===== src/rtl/core/cdd_pkg.sv =====
`default_nettype none

package cdd_pkg;

    localparam int DAY_W   = 5;
    localparam int MONTH_W = 4;
    localparam int YEAR_W  = 14;
    localparam int ORDER_W = 2;
    localparam int COUNT_W = 22;
    localparam int NUM_W   = 23;

    localparam int YEAR_LIMIT_DEFAULT = 9999;

    // Floor division by 25 as a multiply by 5243 and a shift by 17.
    localparam int RECIP_25    = 5243;
    localparam int RECIP_SHIFT = 17;

    localparam logic [ORDER_W-1:0] ORDER_EQUAL   = 2'd0;
    localparam logic [ORDER_W-1:0] ORDER_LATER   = 2'd1;
    localparam logic [ORDER_W-1:0] ORDER_EARLIER = 2'd2;

    localparam logic [MONTH_W-1:0] MONTH_FEB = 4'd2;
    localparam logic [MONTH_W-1:0] MONTH_APR = 4'd4;
    localparam logic [MONTH_W-1:0] MONTH_JUN = 4'd6;
    localparam logic [MONTH_W-1:0] MONTH_SEP = 4'd9;
    localparam logic [MONTH_W-1:0] MONTH_NOV = 4'd11;

    typedef struct packed {
        logic [DAY_W-1:0]   day;
        logic [MONTH_W-1:0] month;
        logic [YEAR_W-1:0]  year;
    } date_t;

    typedef struct packed {
        logic [NUM_W-1:0] num;
        logic             valid;
    } day_num_t;

    function automatic logic [8:0] days_before_month(input logic [MONTH_W-1:0] m);
        logic [8:0] r;
        begin
            case (m)
                4'd2:    r = 9'd31;
                4'd3:    r = 9'd59;
                4'd4:    r = 9'd90;
                4'd5:    r = 9'd120;
                4'd6:    r = 9'd151;
                4'd7:    r = 9'd181;
                4'd8:    r = 9'd212;
                4'd9:    r = 9'd243;
                4'd10:   r = 9'd273;
                4'd11:   r = 9'd304;
                4'd12:   r = 9'd334;
                default: r = 9'd0;
            endcase
            return r;
        end
    endfunction

    function automatic logic [DAY_W-1:0] month_length(input logic [MONTH_W-1:0] m,
                                                      input logic leap);
        logic [DAY_W-1:0] r;
        begin
            if (m == MONTH_FEB) begin
                r = leap ? 5'd29 : 5'd28;
            end else if (m == MONTH_APR || m == MONTH_JUN || m == MONTH_SEP ||
                         m == MONTH_NOV) begin
                r = 5'd30;
            end else begin
                r = 5'd31;
            end
            return r;
        end
    endfunction

endpackage

`default_nettype wire


===== src/rtl/core/cdd_day_number.sv =====
`default_nettype none

module cdd_day_number #(
    parameter int YEAR_LIMIT = cdd_pkg::YEAR_LIMIT_DEFAULT
) (
    input  wire logic              aclk,
    input  wire logic              enable,
    input  wire cdd_pkg::date_t    date_in,
    output cdd_pkg::day_num_t      result
);

    localparam logic [15:0] LIMIT = 16'(YEAR_LIMIT);
    localparam int SH = cdd_pkg::RECIP_SHIFT;

    // First stage: constant products and quotients.
    logic [cdd_pkg::YEAR_W-1:0]  year_reg;
    logic [cdd_pkg::MONTH_W-1:0] month_reg;
    logic [cdd_pkg::DAY_W-1:0]   day_reg;
    logic [cdd_pkg::NUM_W-1:0]   y365_reg;
    logic [12:0]                 q4_reg;
    logic [7:0]                  q100_reg;
    logic [7:0]                  q400_reg;
    logic [7:0]                  ydiv100_reg;
    logic                        year_ok_reg;

    logic [14:0] sum_a, sum_b, sum_c;
    logic [12:0] qb;
    logic [10:0] qc;
    logic [11:0] qy;
    logic [25:0] pb, pc, py;

    always_comb begin
        sum_a = {1'b0, date_in.year} + 15'd3;
        sum_b = {1'b0, date_in.year} + 15'd99;
        sum_c = {1'b0, date_in.year} + 15'd399;
        qb    = 13'(sum_b >> 2);
        qc    = 11'(sum_c >> 4);
        qy    = 12'(date_in.year >> 2);
        pb    = {13'b0, qb} * 26'(cdd_pkg::RECIP_25);
        pc    = {15'b0, qc} * 26'(cdd_pkg::RECIP_25);
        py    = {14'b0, qy} * 26'(cdd_pkg::RECIP_25);
    end

    always_ff @(posedge aclk) begin
        if (enable) begin
            year_reg    <= date_in.year;
            month_reg   <= date_in.month;
            day_reg     <= date_in.day;
            y365_reg    <= cdd_pkg::NUM_W'(date_in.year) * cdd_pkg::NUM_W'(365);
            q4_reg      <= 13'(sum_a >> 2);
            q100_reg    <= 8'(pb >> SH);
            q400_reg    <= 8'(pc >> SH);
            ydiv100_reg <= 8'(py >> SH);
            year_ok_reg <= ({2'b0, date_in.year} <= LIMIT);
        end
    end

    // Second stage: leap test, validity and the day number itself.
    logic             div100, div400, leap, month_ok, adj;
    logic [4:0]       mlen;
    logic [23:0]      num_sum;
    logic [14:0]      hundreds;

    always_comb begin
        hundreds = 15'(ydiv100_reg) * 15'd100;
        div100   = (hundreds == {1'b0, year_reg});
        div400   = div100 && (year_reg[3:0] == 4'd0);
        leap     = ((year_reg[1:0] == 2'd0) && !div100) || div400;
        mlen     = cdd_pkg::month_length(month_reg, leap);
        month_ok = month_reg inside {[4'd1:4'd12]};
        adj      = (month_reg > cdd_pkg::MONTH_FEB) && leap;
        num_sum  = {1'b0, y365_reg} + 24'(q4_reg) + 24'(q400_reg)
                 + 24'(cdd_pkg::days_before_month(month_reg)) + 24'(adj)
                 + 24'(day_reg) - 24'(q100_reg) - 24'd1;
    end

    always_ff @(posedge aclk) begin
        if (enable) begin
            result.num   <= cdd_pkg::NUM_W'(num_sum);
            result.valid <= month_ok && year_ok_reg && (day_reg != 5'd0) &&
                            (day_reg <= mlen);
        end
    end

endmodule

`default_nettype wire


===== src/rtl/core/calendar_date_difference.sv =====
// Gregorian date difference.
// The input channel (s_valid, s_ready) carries two dates as day, month and
// year. The result channel (m_valid, m_ready) gives their order, the
// absolute number of days between them and a flag that both are valid.
// When either date is invalid the count is zero and the flag is low, while
// the order still compares the raw fields by year, month and day.
// The block is a four-register pipeline: input register, a stage of constant
// multiplies for the leap-day quotients, a stage that sums each day number,
// and the result register. One item can be taken on every cycle while the
// result channel does not hold the pipeline.
// When the receiver holds m_ready low with a result waiting, the whole
// pipeline holds and s_ready goes low in the same cycle; it rises again as
// soon as the waiting result is taken.
// Synchronous reset empties every stage; no result is shown after reset
// until a new item has come through.
`default_nettype none

module calendar_date_difference #(
    parameter int YEAR_LIMIT = cdd_pkg::YEAR_LIMIT_DEFAULT
) (
    input  wire logic                          aclk,
    input  wire logic                          aresetn,
    input  wire logic                          s_valid,
    output logic                               s_ready,
    input  wire logic [cdd_pkg::DAY_W-1:0]     s_first_day,
    input  wire logic [cdd_pkg::MONTH_W-1:0]   s_first_month,
    input  wire logic [cdd_pkg::YEAR_W-1:0]    s_first_year,
    input  wire logic [cdd_pkg::DAY_W-1:0]     s_second_day,
    input  wire logic [cdd_pkg::MONTH_W-1:0]   s_second_month,
    input  wire logic [cdd_pkg::YEAR_W-1:0]    s_second_year,
    output logic                               m_valid,
    input  wire logic                          m_ready,
    output logic [cdd_pkg::ORDER_W-1:0]        m_order,
    output logic [cdd_pkg::COUNT_W-1:0]        m_day_count,
    output logic                               m_both_valid
);

    localparam logic [cdd_pkg::NUM_W-1:0] COUNT_MAX =
        cdd_pkg::NUM_W'({cdd_pkg::COUNT_W{1'b1}});

    logic advance;
    logic in_valid_reg, st1_valid_reg, st2_valid_reg, m_valid_reg;

    cdd_pkg::date_t first_reg, second_reg;
    logic [cdd_pkg::ORDER_W-1:0] order_next, st1_order_reg, st2_order_reg, m_order_reg;
    logic [cdd_pkg::COUNT_W-1:0] count_next, m_count_reg;
    logic                        both_next, m_both_reg;
    cdd_pkg::day_num_t           first_num, second_num;
    logic [cdd_pkg::NUM_W-1:0]   diff;
    logic [22:0]                 key_first, key_second;

    assign advance = !m_valid_reg || m_ready;
    assign s_ready = advance;

    always_ff @(posedge aclk) begin
        if (!aresetn) begin
            in_valid_reg  <= 1'b0;
            st1_valid_reg <= 1'b0;
            st2_valid_reg <= 1'b0;
            m_valid_reg   <= 1'b0;
        end else if (advance) begin
            in_valid_reg  <= s_valid;
            st1_valid_reg <= in_valid_reg;
            st2_valid_reg <= st1_valid_reg;
            m_valid_reg   <= st2_valid_reg;
        end
    end

    always_ff @(posedge aclk) begin
        if (advance) begin
            first_reg     <= '{day: s_first_day, month: s_first_month, year: s_first_year};
            second_reg    <= '{day: s_second_day, month: s_second_month,
                               year: s_second_year};
            st1_order_reg <= order_next;
            st2_order_reg <= st1_order_reg;
            m_order_reg   <= st2_order_reg;
            m_count_reg   <= count_next;
            m_both_reg    <= both_next;
        end
    end

    always_comb begin
        key_first  = {first_reg.year, first_reg.month, first_reg.day};
        key_second = {second_reg.year, second_reg.month, second_reg.day};
        if (key_first == key_second) begin
            order_next = cdd_pkg::ORDER_EQUAL;
        end else if (key_first > key_second) begin
            order_next = cdd_pkg::ORDER_LATER;
        end else begin
            order_next = cdd_pkg::ORDER_EARLIER;
        end
    end

    cdd_day_number #(
        .YEAR_LIMIT(YEAR_LIMIT)
    ) u_first (
        .aclk   (aclk),
        .enable (advance),
        .date_in(first_reg),
        .result (first_num)
    );

    cdd_day_number #(
        .YEAR_LIMIT(YEAR_LIMIT)
    ) u_second (
        .aclk   (aclk),
        .enable (advance),
        .date_in(second_reg),
        .result (second_num)
    );

    always_comb begin
        both_next = first_num.valid && second_num.valid;
        diff = (first_num.num >= second_num.num) ? (first_num.num - second_num.num)
                                                 : (second_num.num - first_num.num);
        if (!both_next) begin
            count_next = '0;
        end else if (diff > COUNT_MAX) begin
            count_next = '1;
        end else begin
            count_next = cdd_pkg::COUNT_W'(diff);
        end
    end

    assign m_valid      = m_valid_reg;
    assign m_order      = m_order_reg;
    assign m_day_count  = m_count_reg;
    assign m_both_valid = m_both_reg;

    // An invalid pair never carries a count.
    a_invalid_zero: assert property (@(posedge aclk) disable iff (!aresetn)
        m_valid && !m_both_valid |-> m_day_count == '0)
        else $error("invalid date pair with nonzero count");

    // Equal valid dates are zero days apart, distinct ones are not.
    a_equal_zero: assert property (@(posedge aclk) disable iff (!aresetn)
        m_valid && m_both_valid && m_order == cdd_pkg::ORDER_EQUAL |-> m_day_count == '0)
        else $error("equal dates with nonzero count");

    a_distinct_nonzero: assert property (@(posedge aclk) disable iff (!aresetn)
        m_valid && m_both_valid && m_order != cdd_pkg::ORDER_EQUAL |-> m_day_count != '0)
        else $error("distinct valid dates with zero count");

    a_order_code: assert property (@(posedge aclk) disable iff (!aresetn)
        m_valid |-> (m_order == cdd_pkg::ORDER_EQUAL || m_order == cdd_pkg::ORDER_LATER ||
                     m_order == cdd_pkg::ORDER_EARLIER))
        else $error("order code out of range");

    // A stalled pipeline takes no new item.
    a_stall_blocks: assert property (@(posedge aclk) disable iff (!aresetn)
        m_valid && !m_ready |-> !s_ready)
        else $error("input taken while result stalled");

endmodule

`default_nettype wire


===== config.mk =====
export PLATFORM = sky130hd
export DESIGN_NAME = calendar_date_difference
export DESIGN_NICKNAME = d
export VERILOG_FILES = /design/src/rtl/core/cdd_pkg.sv /design/src/rtl/core/cdd_day_number.sv /design/src/rtl/core/calendar_date_difference.sv
export SDC_FILE = /design/constraint.sdc
export NUM_CORES = 2
export LEC_CHECK = 0
export BUFFER_PORTS_ARGS = -buffer_cell sky130_fd_sc_hd__buf_2
export CAP_MARGIN = 0
export CELL_PAD_IN_SITES_DETAIL_PLACEMENT = 0
export CELL_PAD_IN_SITES_GLOBAL_PLACEMENT = 1
export CORE_AREA = 2 2 260 454
export CTS_BUF_LIST = sky130_fd_sc_hd__clkbuf_4 sky130_fd_sc_hd__clkbuf_8 sky130_fd_sc_hd__clkbuf_16
export DETAILED_ROUTE_END_ITERATION = 7
export DIE_AREA = 0 0 262 456
export PLACE_DENSITY_LB_ADDON = 0.1
export REMOVE_ABC_BUFFERS = 1
export SETUP_SLACK_MARGIN = 0.3
export SLEW_MARGIN = 30
export SYNTH_ARGS = -nofsm -noshare
export SYNTH_HDL_FRONTEND = slang
export SYNTH_SLANG_ARGS = --single-unit

===== constraint.sdc =====
create_clock -name aclk -period 14.7 [get_ports aclk]
set_input_delay 1.47 -clock aclk [delete_from_list [all_inputs] [get_ports aclk]]
set_output_delay 1.47 -clock aclk [all_outputs]
set_load 0.01 [all_outputs]

# Word-level counts from Yosys, hierarchy flattened
# Memories as Yosys holds them, arrays and structs flattened. A register that Yosys moved wholly into a read port is not among the register bits.
# Index checks and enable logic that the tools add are counted.
[classes] add_sub_neg=22 mul=10 n_lt_le_gt_ge=13 eq_ne=13 muxes=11 reduce_logical=33
[op_table] operator="multiplier 12 x 13 -> 25 bit (second input constant)" count=2
[op_table] operator="multiplier 13 x 13 -> 25 bit (second input constant)" count=2
[op_table] operator="multiplier 11 x 13 -> 24 bit (second input constant)" count=2
[op_table] operator="adder 23 x 1 -> 23 bit" count=2
[op_table] operator="adder 23 x 13 -> 23 bit" count=2
[op_table] operator="adder 23 x 5 -> 23 bit" count=2
[op_table] operator="adder 23 x 7 -> 23 bit" count=2
[op_table] operator="adder 23 x 9 -> 23 bit" count=2
[op_table] operator="multiplier 14 x 9 -> 23 bit (second input constant)" count=2
[op_table] operator="subtractor 23 x 1 -> 23 bit (second input constant)" count=2
[op_table] operator="subtractor 23 bit" count=2
[op_table] operator="subtractor 23 x 8 -> 23 bit" count=2
[op_table] operator="adder 14 x 2 -> 15 bit (second input constant)" count=2
[op_table] operator="adder 14 x 7 -> 15 bit (second input constant)" count=2
[op_table] operator="adder 14 x 9 -> 15 bit (second input constant)" count=2
[op_table] operator="== test 15 x 14 -> 1 bit" count=2
[op_table] operator="<= comparator 14 bit (second input constant)" count=2
[op_table] operator="multiplier 8 x 5 -> 13 bit (second input constant)" count=2
[op_table] operator="== test 23 bit" count=1
[op_table] operator=">= comparator 23 bit" count=1
[op_table] operator="> comparator 23 x 22 -> 1 bit (second input constant)" count=1
[op_table] operator="> comparator 23 bit" count=1
[op_table] operator="2-to-1 mux 23 bit" count=1
[op_table] operator="2-to-1 mux 22 bit" count=1
[op_table] operator="17 further kinds" count=60
[totals] reg_bits=293 rom_bits=288 input_bits=50 out_inout_bits=27 wordCells=141 mem_count=2
[mem_list] memory="(name not given)" words=16 width=9 read_ports=1 rd_clocked_by_memory_dff=1 wr=0 line="cdd_pkg.sv:42" text="case (m)"
[mem_list] memory="(name not given)" words=16 width=9 read_ports=1 rd_clocked_by_memory_dff=1 wr=0 line="cdd_pkg.sv:42"

# Depth between registers and ports, before layout
[depth] word_depth=10 mapped_depth=28 mapped_depth_nobuf=28

# By module
# Synthesis repeated with hierarchy kept, for this count alone.
[unflattened] cells_unflattened=3910 area_unflattened_um2=40914.2
[by_module_without_submodules] module="cdd_day_number at u_second" n_inst=1 cells_per_inst=1682 area_per_inst_um2=17628.2 seq_area_each_um2=3333.2
[by_module_without_submodules] module="cdd_day_number at u_first" n_inst=1 cells_per_inst=1637 area_per_inst_um2=17407.9 seq_area_each_um2=3333.2
[by_module_without_submodules] module="calendar_date_difference" n_inst=1 cells_per_inst=591 area_per_inst_um2=5878.1 seq_area_each_um2=2332.2

# Worst setup path before layout
# OpenSTA, ideal clock, no wires.
[synth_path] path_kind="input -> register" startpoint="input m_ready" endpoint="register with a tool-made name" setup_time_ns=0.145 arrival_time_ns=12.940 t_required_ns=14.555 setup_slack_ns=1.615 cell_stages=7 n_path_buf=2 cell_sequence="nand2b_1 clkbuf_1 clkbuf_1 mux2i_1 ha_1 o21ai_0 mux2i_1"
[synth_rtl] item="start: declaration" line="calendar_date_difference.sv:32" text="input wire logic m_ready,"

# Final worst setup path
[layout_path] startpoint="register second_reg (netlist bit key_second[12])" endpoint="register u_second.q100_reg[6], data pin"
[layout_between] elab_chain_len=2
[layout_rtl] item="start: declaration" line="calendar_date_difference.sv:44" text="cdd_pkg::date_t first_reg, second_reg;"
[layout_rtl] item="start signal: assignment" line="calendar_date_difference.sv:72" text="second_reg <= '{day: s_second_day, month: s_second_month,"
[layout_rtl] item="adder 14 x 7 -> 15 bit" line="cdd_day_number.sv:34" text="sum_b = {1'b0, date_in.year} + 15'd99;"
[layout_rtl] item="multiplier 13 x 13 -> 25 bit" line="cdd_day_number.sv:39" text="pb = {13'b0, qb} * 26'(cdd_pkg::RECIP_25);"
[layout_rtl] item="via u_second.pb[23]" line="cdd_day_number.sv:30" text="logic [25:0] pb, pc, py;"
[layout_rtl] item="end signal: assignment" line="cdd_day_number.sv:51" text="q100_reg <= 8'(pb >> SH);"
[layout_rtl] item="end: declaration" line="cdd_day_number.sv:21" text="logic [7:0] q100_reg;"
# The timed path passes the listed nets, and every way through them passes these cells.
# A chain may end at the register's enable or synchronous reset.

==> results.json <==
{
  "tightest_slew_ns": 1.039,
  "wl_per_cell_um": 19.81,
  "num_vias": 25940,
  "synth-edff-count": 285,
  "yosys_most_used_dff": "edfxtp_1",
  "dp_hpwl_um": 92730,
  "grt_busiest_layer": "met2",
  "fmax_ghz": 0.1235,
  "critPathMaxStageDelay_ns": 0.68,
  "syn_inst": 3791,
  "yosysWarnings": 0,
  "antenna_found_initial": 1,
  "first_pass_iters": 5,
  "ant_nets": 0,
  "synthTopCellsByArea": "ha_1 (27%), fa_1 (22%), edfxtp_1 (21%), inv_1 (8.8%), xnor2_1 (4.0%)",
  "drtIter0Drc": 1032,
  "synth.avg_cell_area_um2": 10.60,
  "outcome": "finished clean",
  "cts.path.max_buffers": 3,
  "finalSetupViolCount": 0,
  "synth_most_common_cell": "inv_1",
  "die_y_um": 456,
  "routed_wl_um": 107800,
  "gp_congestion": 0.8486,
  "fin_skew_ns": 0.02521,
  "first_global_vias": 29230,
  "cp-end-kind": "flop",
  "cts_root_buf": "clkbuf_16",
  "fp-row-count": 165,
  "worstPathRequired_ns": 15.05,
  "grt_overflow": 0,
  "syn-cell-area_um2": 40180,
  "start_util_pct": 34.76,
  "clock_latency_ns": 0.59,
  "fin_tns_setup_ns": 0,
  "relSlewSlack_pct": 30.74,
  "grt_max_degree": 137,
  "grt_pass1_wl_um": 169600,
  "reg_top3": "u_first.result: 24 flops, u_second.result: 24 flops",
  "dieArea_um2": 119500,
  "synth_async_sr_flop_share_pct": 0,
  "cpLargestDelayFamily": "adder cells",
  "cp.arrival_ns": 8.45,
  "hp-class": "reg -> reg",
  "cts_tree": "built",
  "yosysUniqueCellTypes": 86,
  "seq_area_frac_synth_pct": 22.39,
  "hold_viol_final": 0,
  "nets": 5250,
  "io_pins": 77,
  "post_cts_buffers": 0,
  "track_usage_pct": 18.89,
  "clock-sinks": 307,
  "slew_violations": 0,
  "synth_top_area_cell": "ha_1",
  "numPortBuffers": 76,
  "use_met1_pct": 19.43,
  "yosysTopAreaCellShare_pct": 26.53,
  "ys_ff_latch": 307,
  "clk_pin_slew_ns": 0.06,
  "criticalPathCategory": "reg -> reg",
  "synth_common_cells": "inv_1 (939), ha_1 (852), fa_1 (442)",
  "crit_path_top_delay_cell": "edfxtp_1",
  "final_layout_size_suffix_gt1_share_pct": 5.818,
  "vias_per_cell": 4.769,
  "grt_use_met2_pct": 39.08,
  "drv_cap": 0,
  "chipWidth_um": 262,
  "cp-start-kind": "flop",
  "cp_num_buf_inv": 4,
  "htree_num_levels": 2,
  "post_cts_resized": 0,
  "area_delta_synth_final_pct": 9.428,
  "finalCritPeriodShare_pct": 55.10,
  "drc": 0,
  "cts_buffers": 39,
  "crit_fanout": 10,
  "rsz0062_at_grt": "no",
  "holdBufCountCts": 0,
  "grt_util_met3_pct": 1.400,
  "fillers": 11690,
  "finalCriticalPeriod_ns": 8.100,
  "core-area_um2": 115600
}
[per-stage QoR]
stage / hold WS, ns / instances / utilization (%) / instance area (um2) / setup slack (ns)
2_1_floorplan: 0.4003 / 3761 / - / 40010 / 2.694
3_3_place_gp: 0.4038 / 5368 / 36.77 / 42500 / 6.633
3_5_place_dp: 0.4072 / 5368 / 36.77 / 42510 / 6.530
4_1_cts: 0.4219 / 5439 / 38.02 / 43960 / 6.504
5_1_grt: 0.4401 / 5439 / 38.03 / 43970 / 6.005
6_report: 0.4216 / 5440 / 38.03 / 43970 / 6.600
[worst paths after layout]
check        cells after the start  slack [ns]              from                    to
min                              0        0.42  st2_order_reg[1]            m_order[1]
max reg2reg                     26        6.60    key_second[12]  u_second.q100_reg[6]
max                             26        6.60    key_second[12]  u_second.q100_reg[6]
min reg2reg                      0        0.42  st2_order_reg[1]            m_order[1]
[placed cells by master, fill, tap and decap left out, types with 12 or more instances in the layout]
cell type	netlist	routed
dfxtp_1	22	22
nor2_1	100	100
a21o_1	83	83
edfxtp_1	285	285
nand2_1	98	98
ha_1	852	852
xor2_1	41	41
buf_4	1	26
nand4_1	27	27
nand2b_1	18	17
o21ai_0	85	85
mux2i_1	22	22
a31oi_1	12	12
a21oi_1	162	162
nor3_1	48	48
and3_1	25	25
nand3_1	42	42
o21a_1	26	26
buf_2	6	76
o211ai_1	12	12
clkbuf_16	0	39
fa_1	442	442
and2_1	18	18
a21oi_2	14	14
a211oi_1	15	15
xnor2_1	184	181
nor2b_1	23	23
inv_1	939	939
[area by class of cell]
| cell class | instances | area, um2 | area share, % |
|---|---|---|---|
| clock inverter | 25 | 399.1 | 0.9077 |
| multi-input combinational | 2514 | 27510 | 62.56 |
| sequential | 307 | 8999 | 20.46 |
| antenna | 1 | 2.502 | 0.005691 |
| tap | 1503 | 1881 | 4.277 |
| inverter | 940 | 3528 | 8.024 |
| clock buffer | 46 | 1047 | 2.382 |
| timing repair buffer | 104 | 606.8 | 1.380 |
[metal layers]
metal,wire [um],part of all wire [%]
met3,2038,1.9
met2,63550,59
met4,3522,3.3
met1,38670,36
met5,0,0
[cells by family after synthesis]
family	Yosys count	share of synthesized area (%)
and+or+nand+nor	450	5.614
muxes	25	0.6414
adders and majority gates	1294	48.55
buffers and inverters	970	9.223
DFF	307	22.39
xor gates and xnor gates	225	4.904
AOI/OAI and AO/OA	520	8.675
Power is not shown: default switching activity piles up to over one toggle a cycle in this logic, so the estimate is an artifact.
